==> src/ctl_pkg.sv <==
`timescale 1ns / 1ps

package ctl_pkg;

    localparam int COORD_BITS_DEF = 16;
    localparam int TOTAL_BITS_DEF = 48;
    localparam int RADIUS_BITS    = 16;
    localparam int APB_DATA_W     = 32;
    localparam int APB_ADDR_W     = 3;

    localparam logic                   MODE_CIRCLE  = 1'b0;
    localparam logic                   MODE_SQUARE  = 1'b1;
    localparam logic                   MODE_RESET   = MODE_SQUARE;
    localparam logic [RADIUS_BITS-1:0] RADIUS_RESET = RADIUS_BITS'(256);

    typedef enum logic [0:0] {
        REG_MODE   = 1'b0,
        REG_RADIUS = 1'b1
    } reg_idx_t;

    typedef enum logic [2:0] {
        S_IDLE,
        S_DIFF,
        S_MUL,
        S_SUM,
        S_ROOT,
        S_ACC,
        S_EMIT
    } state_t;

    // Which leg of the current city is being worked on.
    typedef enum logic [0:0] {
        LEG_STEP  = 1'b0,
        LEG_CLOSE = 1'b1
    } leg_t;

    typedef struct packed {
        logic capture;
        leg_t leg_sel;
        logic diff_en;
        logic mul_en;
        logic root_init;
        logic root_step;
        logic acc_en;
        logic emit;
    } ctl_cmd_t;

    typedef struct packed {
        logic have_first;
        logic last;
        logic root_done;
        logic out_free;
        logic mode;
    } ctl_status_t;

endpackage

==> src/ctl_if.sv <==
`timescale 1ns / 1ps

interface ctl_city_if
    import ctl_pkg::*;
#(
    parameter int COORD_BITS = COORD_BITS_DEF
);
    logic                  valid;
    logic                  ready;
    logic [COORD_BITS-1:0] x_coord;
    logic [COORD_BITS-1:0] y_coord;
    logic                  last_city;

    modport source (output valid, output x_coord, output y_coord, output last_city,
                    input ready);
    modport sink (input valid, input x_coord, input y_coord, input last_city,
                  output ready);
endinterface

interface ctl_tour_if
    import ctl_pkg::*;
#(
    parameter int TOTAL_BITS = TOTAL_BITS_DEF
);
    logic                  valid;
    logic                  ready;
    logic [TOTAL_BITS-1:0] tour_length;
    logic                  overflowed;

    modport source (output valid, output tour_length, output overflowed, input ready);
    modport sink (input valid, input tour_length, input overflowed, output ready);
endinterface

==> src/closed_tour_length.sv <==
`timescale 1ns / 1ps
// A city is taken in the idle state. Each leg then runs the diff, multiply and
// accumulate states in circle mode, plus the sum and root states in square mode;
// the root unit retires one root bit per cycle. A city adds one leg, the last
// city two plus the emit state that loads the result word; the first city none.
// Asynchronous active-low reset clears the tour and sets mode 1, radius 256.

module closed_tour_length
    import ctl_pkg::*;
#(
    parameter int COORD_BITS = COORD_BITS_DEF,
    parameter int TOTAL_BITS = TOTAL_BITS_DEF
)
(
    input  logic                  clk,
    input  logic                  rst_n,
    input  logic                  psel,
    input  logic                  penable,
    input  logic                  pwrite,
    input  logic [APB_ADDR_W-1:0] paddr,
    input  logic [APB_DATA_W-1:0] pwdata,
    output logic [APB_DATA_W-1:0] prdata,
    output logic                  pready,
    ctl_city_if.sink              cities,
    ctl_tour_if.source            result
);

    logic                   mode;
    logic [RADIUS_BITS-1:0] radius;
    ctl_cmd_t               cmd;
    ctl_status_t            status;
    logic                   in_ready;

    ctl_regs u_regs (
        .clk     (clk),
        .rst_n   (rst_n),
        .psel    (psel),
        .penable (penable),
        .pwrite  (pwrite),
        .paddr   (paddr),
        .pwdata  (pwdata),
        .prdata  (prdata),
        .pready  (pready),
        .mode    (mode),
        .radius  (radius)
    );

    ctl_ctrl u_ctrl (
        .clk      (clk),
        .rst_n    (rst_n),
        .in_valid (cities.valid),
        .in_last  (cities.last_city),
        .in_ready (in_ready),
        .status   (status),
        .cmd      (cmd)
    );

    ctl_datapath #(
        .COORD_BITS (COORD_BITS),
        .TOTAL_BITS (TOTAL_BITS)
    ) u_datapath (
        .clk        (clk),
        .rst_n      (rst_n),
        .cmd        (cmd),
        .status     (status),
        .mode       (mode),
        .radius     (radius),
        .in_x       (cities.x_coord),
        .in_y       (cities.y_coord),
        .in_last    (cities.last_city),
        .out_ready  (result.ready),
        .out_valid  (result.valid),
        .out_length (result.tour_length),
        .out_ovf    (result.overflowed)
    );

    assign cities.ready = in_ready;

endmodule

==> src/ctl_regs.sv <==
`timescale 1ns / 1ps

module ctl_regs
    import ctl_pkg::*;
(
    input  logic                   clk,
    input  logic                   rst_n,
    input  logic                   psel,
    input  logic                   penable,
    input  logic                   pwrite,
    input  logic [APB_ADDR_W-1:0]  paddr,
    input  logic [APB_DATA_W-1:0]  pwdata,
    output logic [APB_DATA_W-1:0]  prdata,
    output logic                   pready,
    output logic                   mode,
    output logic [RADIUS_BITS-1:0] radius
);

    logic                   mode_reg;
    logic                   mode_next;
    logic [RADIUS_BITS-1:0] radius_reg;
    logic [RADIUS_BITS-1:0] radius_next;
    logic                   wr_en;
    reg_idx_t               idx;

    // Registers sit on word boundaries, so only the word index is decoded.
    assign idx    = reg_idx_t'(paddr[APB_ADDR_W-1]);
    assign wr_en  = psel && penable && pwrite;
    assign pready = 1'b1;

    always_comb
    begin
        mode_next   = mode_reg;
        radius_next = radius_reg;
        if (wr_en)
        begin
            unique case (idx)
                REG_MODE:   mode_next   = pwdata[0];
                REG_RADIUS: radius_next = pwdata[RADIUS_BITS-1:0];
                default:    mode_next   = mode_reg;
            endcase
        end
    end

    always_comb
    begin
        unique case (idx)
            REG_MODE:   prdata = APB_DATA_W'(mode_reg);
            REG_RADIUS: prdata = APB_DATA_W'(radius_reg);
            default:    prdata = '0;
        endcase
    end

    always_ff @(posedge clk or negedge rst_n)
    begin
        if (!rst_n)
        begin
            mode_reg   <= MODE_RESET;
            radius_reg <= RADIUS_RESET;
        end
        else
        begin
            mode_reg   <= mode_next;
            radius_reg <= radius_next;
        end
    end

    assign mode   = mode_reg;
    assign radius = radius_reg;

endmodule

==> src/ctl_ctrl.sv <==
`timescale 1ns / 1ps

module ctl_ctrl
    import ctl_pkg::*;
(
    input  logic        clk,
    input  logic        rst_n,
    input  logic        in_valid,
    input  logic        in_last,
    output logic        in_ready,
    input  ctl_status_t status,
    output ctl_cmd_t    cmd
);

    state_t state_reg;
    state_t state_next;
    leg_t   leg_reg;
    leg_t   leg_next;

    always_comb
    begin
        state_next = state_reg;
        leg_next   = leg_reg;
        unique case (state_reg)
            S_IDLE:
            begin
                if (in_valid)
                begin
                    leg_next = LEG_STEP;
                    // The first city of a tour adds no leg; alone it closes at zero.
                    if (status.have_first)
                        state_next = S_DIFF;
                    else if (in_last)
                        state_next = S_EMIT;
                end
            end
            S_DIFF: state_next = S_MUL;
            S_MUL:  state_next = (status.mode == MODE_SQUARE) ? S_SUM : S_ACC;
            S_SUM:  state_next = S_ROOT;
            S_ROOT:
            begin
                if (status.root_done)
                    state_next = S_ACC;
            end
            S_ACC:
            begin
                if (status.last && leg_reg == LEG_STEP)
                begin
                    leg_next   = LEG_CLOSE;
                    state_next = S_DIFF;
                end
                else if (status.last)
                    state_next = S_EMIT;
                else
                    state_next = S_IDLE;
            end
            S_EMIT:
            begin
                if (status.out_free)
                    state_next = S_IDLE;
            end
            default: state_next = S_IDLE;
        endcase
    end

    always_comb
    begin
        in_ready      = (state_reg == S_IDLE);
        cmd           = '0;
        cmd.leg_sel   = leg_reg;
        cmd.capture   = (state_reg == S_IDLE) && in_valid;
        cmd.diff_en   = (state_reg == S_DIFF);
        cmd.mul_en    = (state_reg == S_MUL);
        cmd.root_init = (state_reg == S_SUM);
        cmd.root_step = (state_reg == S_ROOT);
        cmd.acc_en    = (state_reg == S_ACC);
        cmd.emit      = (state_reg == S_EMIT) && status.out_free;
    end

    always_ff @(posedge clk or negedge rst_n)
    begin
        if (!rst_n)
        begin
            state_reg <= S_IDLE;
            leg_reg   <= LEG_STEP;
        end
        else
        begin
            state_reg <= state_next;
            leg_reg   <= leg_next;
        end
    end

endmodule

==> src/ctl_datapath.sv <==
`timescale 1ns / 1ps

module ctl_datapath
    import ctl_pkg::*;
#(
    parameter int COORD_BITS = COORD_BITS_DEF,
    parameter int TOTAL_BITS = TOTAL_BITS_DEF
)
(
    input  logic                   clk,
    input  logic                   rst_n,
    input  ctl_cmd_t               cmd,
    output ctl_status_t            status,
    input  logic                   mode,
    input  logic [RADIUS_BITS-1:0] radius,
    input  logic [COORD_BITS-1:0]  in_x,
    input  logic [COORD_BITS-1:0]  in_y,
    input  logic                   in_last,
    input  logic                   out_ready,
    output logic                   out_valid,
    output logic [TOTAL_BITS-1:0]  out_length,
    output logic                   out_ovf
);

    localparam int SQ_W   = 2 * COORD_BITS;
    localparam int RAD_W  = 2 * COORD_BITS + 2;
    localparam int ROOT_W = COORD_BITS + 1;
    localparam int REM_W  = COORD_BITS + 3;
    localparam int CNT_W  = $clog2(ROOT_W);
    localparam int LEG_W  = RADIUS_BITS + COORD_BITS;
    localparam int SUM_W  = ((LEG_W > TOTAL_BITS) ? LEG_W : TOTAL_BITS) + 1;

    localparam logic [COORD_BITS-1:0] HALF_TURN = COORD_BITS'(1) << (COORD_BITS - 1);
    localparam logic [TOTAL_BITS-1:0] TOTAL_MAX = '1;

    // Tour points: first city, previous city (a) and current city (b).
    logic [COORD_BITS-1:0] first_x_reg, first_y_reg;
    logic [COORD_BITS-1:0] a_x_reg, a_y_reg;
    logic [COORD_BITS-1:0] b_x_reg, b_y_reg;
    logic                  last_reg;
    logic                  have_first_reg, have_first_next;

    logic [COORD_BITS-1:0] dx_reg, dy_reg, gap_reg;
    logic [SQ_W-1:0]       sqx_reg, sqy_reg;
    logic [LEG_W-1:0]      arc_reg;

    logic [RAD_W-1:0]      rad_reg;
    logic [REM_W-1:0]      rem_reg;
    logic [ROOT_W-1:0]     root_reg;
    logic [CNT_W-1:0]      cnt_reg;

    logic [TOTAL_BITS-1:0] total_reg, total_next;
    logic                  sat_reg, sat_next;
    logic                  out_valid_reg, out_valid_next;
    logic [TOTAL_BITS-1:0] out_length_reg;
    logic                  out_ovf_reg;

    logic [COORD_BITS-1:0] op_ax, op_ay, op_bx, op_by;
    logic [COORD_BITS-1:0] gap_raw, gap_fold;
    logic [REM_W-1:0]      rem_sh, trial;
    logic                  root_ge;
    logic [LEG_W-1:0]      inc;
    logic [SUM_W-1:0]      sum;

    // Leg end points.
    always_comb
    begin
        if (cmd.leg_sel == LEG_CLOSE)
        begin
            op_ax = b_x_reg;
            op_ay = b_y_reg;
            op_bx = first_x_reg;
            op_by = first_y_reg;
        end
        else
        begin
            op_ax = a_x_reg;
            op_ay = a_y_reg;
            op_bx = b_x_reg;
            op_by = b_y_reg;
        end
    end

    // The angular gap is folded onto the shorter arc.
    assign gap_raw  = op_ax - op_bx;
    assign gap_fold = (gap_raw > HALF_TURN) ? (~gap_raw + COORD_BITS'(1)) : gap_raw;

    // One step of the restoring square root: two radicand bits per cycle.
    assign rem_sh  = {rem_reg[REM_W-3:0], rad_reg[RAD_W-1 -: 2]};
    assign trial   = {root_reg, 2'b01};
    assign root_ge = (rem_sh >= trial);

    assign inc = (mode == MODE_SQUARE) ? LEG_W'(root_reg) : arc_reg;
    assign sum = SUM_W'(total_reg) + SUM_W'(inc);

    always_comb
    begin
        total_next      = total_reg;
        sat_next        = sat_reg;
        have_first_next = have_first_reg;
        if (cmd.capture)
            have_first_next = 1'b1;
        if (cmd.acc_en)
        begin
            if (sum > SUM_W'(TOTAL_MAX))
            begin
                total_next = TOTAL_MAX;
                sat_next   = 1'b1;
            end
            else
                total_next = sum[TOTAL_BITS-1:0];
        end
        if (cmd.emit)
        begin
            total_next      = '0;
            sat_next        = 1'b0;
            have_first_next = 1'b0;
        end
    end

    always_comb
    begin
        if (cmd.emit)
            out_valid_next = 1'b1;
        else if (out_ready)
            out_valid_next = 1'b0;
        else
            out_valid_next = out_valid_reg;
    end

    always_ff @(posedge clk or negedge rst_n)
    begin
        if (!rst_n)
        begin
            total_reg      <= '0;
            sat_reg        <= 1'b0;
            have_first_reg <= 1'b0;
            out_valid_reg  <= 1'b0;
        end
        else
        begin
            total_reg      <= total_next;
            sat_reg        <= sat_next;
            have_first_reg <= have_first_next;
            out_valid_reg  <= out_valid_next;
        end
    end

    always_ff @(posedge clk)
    begin
        if (cmd.capture)
        begin
            a_x_reg  <= b_x_reg;
            a_y_reg  <= b_y_reg;
            b_x_reg  <= in_x;
            b_y_reg  <= in_y;
            last_reg <= in_last;
            if (!have_first_reg)
            begin
                first_x_reg <= in_x;
                first_y_reg <= in_y;
            end
        end
        if (cmd.diff_en)
        begin
            dx_reg  <= (op_ax > op_bx) ? (op_ax - op_bx) : (op_bx - op_ax);
            dy_reg  <= (op_ay > op_by) ? (op_ay - op_by) : (op_by - op_ay);
            gap_reg <= gap_fold;
        end
        if (cmd.mul_en)
        begin
            sqx_reg <= SQ_W'(dx_reg) * SQ_W'(dx_reg);
            sqy_reg <= SQ_W'(dy_reg) * SQ_W'(dy_reg);
            arc_reg <= LEG_W'(radius) * LEG_W'(gap_reg);
        end
        if (cmd.root_init)
        begin
            rad_reg  <= RAD_W'(sqx_reg) + RAD_W'(sqy_reg);
            rem_reg  <= '0;
            root_reg <= '0;
            cnt_reg  <= '0;
        end
        else if (cmd.root_step)
        begin
            rad_reg  <= {rad_reg[RAD_W-3:0], 2'b00};
            rem_reg  <= root_ge ? (rem_sh - trial) : rem_sh;
            root_reg <= {root_reg[ROOT_W-2:0], root_ge};
            cnt_reg  <= cnt_reg + CNT_W'(1);
        end
        if (cmd.emit)
        begin
            out_length_reg <= total_reg;
            out_ovf_reg    <= sat_reg;
        end
    end

    always_comb
    begin
        status            = '0;
        status.have_first = have_first_reg;
        status.last       = last_reg;
        status.root_done  = (cnt_reg == CNT_W'(ROOT_W - 1));
        status.out_free   = !out_valid_reg || out_ready;
        status.mode       = mode;
    end

    assign out_valid  = out_valid_reg;
    assign out_length = out_length_reg;
    assign out_ovf    = out_ovf_reg;

endmodule

==> src/flat_wrapper.sv <==
// flat-port wrapper written by rule: the top's interface ports become plain ports
module closed_tour_length_flat import ctl_pkg::*;
#(
    parameter int COORD_BITS = COORD_BITS_DEF,
    parameter int TOTAL_BITS = TOTAL_BITS_DEF
)
  (clk, rst_n, psel, penable, pwrite, paddr, pwdata, prdata, pready, cities_valid, cities_x_coord, cities_y_coord, cities_last_city, cities_ready, result_valid, result_tour_length, result_overflowed, result_ready);
  ctl_city_if #(.COORD_BITS(COORD_BITS)) cities_i ();
  ctl_tour_if #(.TOTAL_BITS(TOTAL_BITS)) result_i ();
  input  logic clk;
  input  logic rst_n;
  input  logic psel;
  input  logic penable;
  input  logic pwrite;
  input  logic [APB_ADDR_W-1:0] paddr;
  input  logic [APB_DATA_W-1:0] pwdata;
  output logic [APB_DATA_W-1:0] prdata;
  output logic pready;
  input wire logic [$bits(cities_i.valid)-1:0] cities_valid;
  input wire logic [$bits(cities_i.x_coord)-1:0] cities_x_coord;
  input wire logic [$bits(cities_i.y_coord)-1:0] cities_y_coord;
  input wire logic [$bits(cities_i.last_city)-1:0] cities_last_city;
  output wire logic [$bits(cities_i.ready)-1:0] cities_ready;
  output wire logic [$bits(result_i.valid)-1:0] result_valid;
  output wire logic [$bits(result_i.tour_length)-1:0] result_tour_length;
  output wire logic [$bits(result_i.overflowed)-1:0] result_overflowed;
  input wire logic [$bits(result_i.ready)-1:0] result_ready;
  assign cities_i.valid = cities_valid;
  assign cities_i.x_coord = cities_x_coord;
  assign cities_i.y_coord = cities_y_coord;
  assign cities_i.last_city = cities_last_city;
  assign cities_ready = cities_i.ready;
  assign result_valid = result_i.valid;
  assign result_tour_length = result_i.tour_length;
  assign result_overflowed = result_i.overflowed;
  assign result_i.ready = result_ready;
  closed_tour_length #(.COORD_BITS(COORD_BITS), .TOTAL_BITS(TOTAL_BITS)) u_core (.clk(clk), .rst_n(rst_n), .psel(psel), .penable(penable), .pwrite(pwrite), .paddr(paddr), .pwdata(pwdata), .prdata(prdata), .pready(pready), .cities(cities_i), .result(result_i));
endmodule
==> config.mk <==
export PLATFORM = sky130hd
export DESIGN_NAME = closed_tour_length_flat
export DESIGN_NICKNAME = d
export VERILOG_FILES = /design/src/ctl_pkg.sv /design/src/ctl_if.sv /design/src/closed_tour_length.sv /design/src/ctl_regs.sv /design/src/ctl_ctrl.sv /design/src/ctl_datapath.sv /design/src/flat_wrapper.sv
export SDC_FILE = /design/constraint.sdc
export NUM_CORES = 2
export LEC_CHECK = 0
export ABC_AREA = 1
export BUFFER_PORTS_ARGS = -buffer_cell sky130_fd_sc_hd__buf_2
export CAP_MARGIN = 15
export CORE_MARGIN = 4
export CORE_UTILIZATION = 25
export DETAILED_ROUTE_END_ITERATION = 12
export GPL_TIMING_DRIVEN = 1
export RECOVER_POWER = 25
export SLEW_MARGIN = 15
export SYNTH_ARGS = -nofsm -noshare
export SYNTH_HDL_FRONTEND = slang
export SYNTH_SLANG_ARGS = --single-unit
==> constraint.sdc <==
create_clock -name clk -period 7.7 [get_ports clk]
set_input_delay 0.77 -clock clk [delete_from_list [all_inputs] [get_ports clk]]
set_output_delay 0.77 -clock clk [all_outputs]
set_load 0.005 [all_outputs]
---- Word-level counts from Yosys, hierarchy flattened ----
Cells that the tools add are included.
word-level totals
  flip-flop bits (word level) ............. 435
  bits of input ports ..................... 75
  output and inout bits ................... 84
  word-level logic and storage cells ...... 114
operators by class
  $add $sub $neg .......................... 9
  multipliers ............................. 3
  $lt $le $gt $ge ......................... 5
  equality and inequality tests ........... 12
  multiplexer cells ....................... 34
  bitwise operators ....................... 4
  reduce and logical (&&, ||, !) cells .... 20
operators with widths
  kind                                                                    number
  48-bit 2-to-1 mux                                                       3
  16-bit 2-to-1 mux                                                       7
  16-bit by 16-bit multiplier with 32-bit output                          3
  34-bit 2-to-1 mux                                                       2
  32-bit case mux with 2 select lines                                     1
  16-bit subtractor                                                       4
  48-bit by 32-bit adder with 49-bit output                               1
  49-bit by 48-bit > comparator with 1-bit output, second input constant  1
  32-bit by 32-bit adder with 33-bit output                               1
  16-bit > comparator                                                     2
  32-bit 2-to-1 mux                                                       1
  3-bit 2-to-1 mux                                                        8
  3-bit case mux with 7 select lines                                      1
  19-bit >= comparator                                                    1
  17-bit 2-to-1 mux                                                       1
  17-bit subtractor                                                       1
  16-bit by 1-bit adder with 16-bit output, second input constant         1
  16-bit > comparator, second input constant                              1
  16-bit NOT                                                              1
  2-bit nonzero test                                                      6
  3-bit equality test, second input constant                              3
  1-bit 2-to-1 mux                                                        9
  2-bit inequality test, second input constant                            4
  2-bit AND reduction                                                     4
  other kinds (13)                                                        20

---- Longest topological paths before layout ----
  word-level depth ........................ 6
  mapped depth ............................ 28
  mapped depth without buffers ............ 26

---- Modules after synthesis ----
A second synthesis with hierarchy kept.
second synthesis, totals
  cells, all modules ...................... 6341
  area, all modules ....................... 49907.9 um2
modules (own cells, without submodules)
  module        times used  cells each  area each (um2)  seq. area each (um2)
  ctl_datapath  1           6143        48565.3          11696.2
  ctl_regs      1           132         977.2            427.9
  ctl_ctrl      1           66          365.4            100.1

---- Worst setup path before layout ----
OpenSTA, ideal clock, no wires.
  path type ............................... register -> register
  start point ............................. register u_core.u_regs.radius_reg[8] (netlist: u_core.u_regs.radius[8])
  end point ............................... register u_core.u_datapath.arc_reg[30], data pin
  library setup time ...................... 0.252 ns
  arrival ................................. 5.432 ns
  required time ........................... 7.448 ns
  slack ................................... 2.016 ns
  cell stages (with the launch flop) ...... 24
  buffers on the path ..................... 2
  clock period less this slack ............ 5.684 ns
  cell sequence ........................... dfstp_2 > clkbuf_1 > clkbuf_1 > nand2_1 > fa_1 > inv_1 > fa_1 > fa_1 > fa_1 > fa_1 > inv_1 > fa_1 > inv_1 > ha_1 > nand2_1 > inv_1 > nand3_1 > nor3_1 > nand4_1 > nand3_1 > a21o_1 > nand2_1 > nand3_1 > nand2_1
on the way
  longest elaborated chain between the ends .. 1
RTL lines
  item                                            line                 RTL
  start: declaration                              ctl_regs.sv:21       logic [RADIUS_BITS-1:0] radius_reg;
  start signal: assignment                        ctl_regs.sv:64       radius_reg <= radius_next;
  16-bit by 16-bit multiplier with 32-bit output  ctl_datapath.sv:174  arc_reg <= LEG_W'(radius) * LEG_W'(gap_reg);
  end signal: assignment                          ctl_datapath.sv:174
  end: declaration                                ctl_datapath.sv:45   logic [LEG_W-1:0] arc_reg;
No other way between the ends.
A chain may end at the register's enable or synchronous reset.

---- Worst setup path after layout ----
  start point ............................. register u_core.u_datapath.dx_reg[13]
  end point ............................... register u_core.u_datapath.sqx_reg[27], data pin
on the way
  longest elaborated chain between the ends .. 1
RTL lines
  item                                            line                 RTL
  start: declaration                              ctl_datapath.sv:43   logic [COORD_BITS-1:0] dx_reg, dy_reg, gap_reg;
  start signal: assignment                        ctl_datapath.sv:166  dx_reg <= (op_ax > op_bx) ? (op_ax - op_bx) : (op_bx - op_ax);
  16-bit by 16-bit multiplier with 32-bit output  ctl_datapath.sv:172  sqx_reg <= SQ_W'(dx_reg) * SQ_W'(dx_reg);
  end signal: assignment                          ctl_datapath.sv:172
  end: declaration                                ctl_datapath.sv:44   logic [SQ_W-1:0] sqx_reg, sqy_reg;
No other way between the ends.

==> reports/qor.txt <==
Outcome: finished, violations left
Failing checks: max-capacitance violations, max-slew violations
Crit Path Max Fanout: 18
Worst Setup End Kind: flip-flop
Top-level I/O count: 159
First-pass GRT wire length: 205 mm
CTS Buffer Depth: 3
Worst min path class: in2reg
Post-synth EDFFs: 321
Hold Vio Cnt, Final: 0
Met3 WL: 6.91 mm
Grt ovf: 0
TritonRoute pass-1 iters: 5
Number of synthesized register bits: 432
Port bufs: 123
Library cells used by synthesis: 62
Die area: 203000 µm²
Global Route Usage Sum: 12.3%
Post-synth top flop: edfxtp_1
Fraction of layout cells with a size suffix above 1: 6.11%
Max cap viols: 2
Met2 WL: 58.3 mm
GPL Wtd Cong: 0.894
Clock sinks: 432
Initial antenna violation count: 11
Hold Buf Count CTS: 0
Vert. Die Dim: 451 µm
# H-tree levels: 2
Vias/cell: 4.36
Drt total wl: 126 mm
DRC Markers: 0
CTS tree: built
Syn Std Cell Area: 49000 µm²
Initial DRC count: 2355
Routed vias: 37806
TNS Setup: 0 ns
Die width: 451 µm
Required time of the critical path: 8.10 ns
Clk_skew: 0.0435 ns
Yosys top cell area share: 21.4%
CORE AREA: 195000 µm²
Highest routed metal layer: met4
Type of the worst setup path: reg2reg
Post-cts repair resize count: 0
Root buf cell: clkbuf_16
Dominant cell type by area after synthesis: fa_1
DP HPWL: 101 mm
Clock-pin slew on the worst setup and hold paths: 0.06 ns
Setup Fix Bufs, Post-CTS: 0
Cells after synthesis: 6006
Nets: 7050
RSZ-0062 raised after global routing: no
Slew @ Worst Pin: 2.35 ns
Vias in the first global route: 38749
CP arrival: 6.59 ns
Synth Warn #: 0
Sequential fraction of the synthesis area: 24.9%
Slew headroom: -56.9%
Crit start category: flip-flop
Area delta synth->final: 10.1%
Cts bufs inserted: 51
FMAX: 161 MHz
Largest net degree at the start of global routing: 67
Fin crit share: 80.4%
Avg Cell Area, Syn: 8.16 µm²
Clock Latency Late Sink: 0.66 ns
WL/cell: 14.5 µm
Most frequent cells in the layout: inv_1 (1347), nand2_1 (1342), fa_1 (524)
Post-route ant nets: 0
Final setup fails: 0
Routed met1 length: 58.3 mm
Area contributors post-synth: fa_1 (21%), edfxtp_1 (20%), ha_1 (11%), inv_1 (10%), nand2_1 (10%)
Cell Rows: 162
Final slew viol count: 75
Initial core utilization: 25.1%
Async SR Flop Fraction: 16.7%
Commonest non-fill, non-tap cell in the layout: inv_1
Minimum clock period after layout: 6.19 ns
## layer usage
| layer | up-vias | track usage [%] |
|---|---|---|
| met1 | 18214 | 17.1 |
| met3 | 150 | 1.98 |
| met2 | 893 | 20.4 |
| met4 | 0 | 2.35 |
| met5 | - | 0 |
| li1 | 18549 | - |
## layout make-up
class / count / area (µm²)
Clock inverter: 38 / 452
Timing Repair Buffer: 142 / 739
Antenna cell: 1 / 2.50
Clock buffer: 55 / 1300
Tap cell: 2624 / 3280
Sequential cell: 432 / 12200
Inverter: 1359 / 5100
Fill cell: 21092 / 141000
Multi-Input combinational cell: 4016 / 30800
## per-stage QoR
step | setup WS (ns) | utilization, % | cells | cell area (µm²) | hold slack [ns]
floorplan | 2.02 | - | 6021 | 49100 | 0.420
global placement | 1.50 | 26.8 | 8571 | 52200 | 0.442
detailed placement | 1.53 | 26.8 | 8571 | 52200 | 0.449
CTS | 1.51 | 27.7 | 8664 | 53900 | 0.0520
global route | 1.10 | 27.7 | 8666 | 53900 | 0.260
finish | 1.51 | 27.7 | 8667 | 53900 | 0.313
## cell usage after synthesis, types with 28 or more instances
cell type     n
nand3_1     200
nand4_1      51
or2_2        75
o21bai_1     30
dfrtp_1      70
nand2_1    1343
a21oi_1     258
o211ai_1     28
fa_1        524
dfxtp_1      39
edfxtp_1    321
xor2_1      133
clkbuf_1    164
inv_1      1347
xnor2_1      58
a21o_1       31
nor2_1      333
ha_1        449
o21ai_0     265
nor3_1       52
## logic make-up after synthesis
family | Yosys count | synth area share (%)
multiplexers | 18 | 0.409
buffers and inverters | 1573 | 12.4
AO/OA/AOI/OAI | 692 | 7.86
adder cells (fa/ha/maj) | 973 | 32.9
other | 2 | 0.0153
AND/OR/NAND/NOR | 2125 | 18.1
XOR/XNOR | 191 | 3.41
flip-flops | 432 | 24.9
## path summary, 6_finish.rpt
path | cells past startpoint | startpoint | to | slack, ns
setup / recovery | 20 | u_core.u_datapath.dx_reg[13] | u_core.u_datapath.sqx_reg[27] | 1.51
hold / removal | 1 | cities_y_coord[9] | u_core.u_datapath.b_y_reg[9] | 0.31
setup reg to reg | 20 | u_core.u_datapath.dx_reg[13] | u_core.u_datapath.sqx_reg[27] | 1.51
hold reg to reg | 0 | u_core.u_datapath.sat_reg | u_core.u_datapath.out_ovf | 0.46
max in group asynchronous | 2 | rst_n | u_core.u_ctrl.leg_reg | 3.68
min in group asynchronous | 1 | rst_n | u_core.u_datapath.total_reg[10] | 0.76
## critical path: stages (launching register included)
cell and delay, ns:
edfxtp_1 0.88, nand2_1 0.17, fa_1 0.56, fa_1 0.55
inv_1 0.05, fa_1 0.51, fa_1 0.51, fa_1 0.49
inv_1 0.05, fa_1 0.47, inv_1 0.04, ha_1 0.34
a21oi_1 0.23, o21ai_0 0.16, a21oi_1 0.26, nand3_1 0.22
a21o_1 0.23, nand2_1 0.08, nand2_1 0.05, nand2_1 0.05
nand2_1 0.06
Power is not shown: default switching activity piles up to over one toggle a cycle in this logic, so the estimate is an artifact.
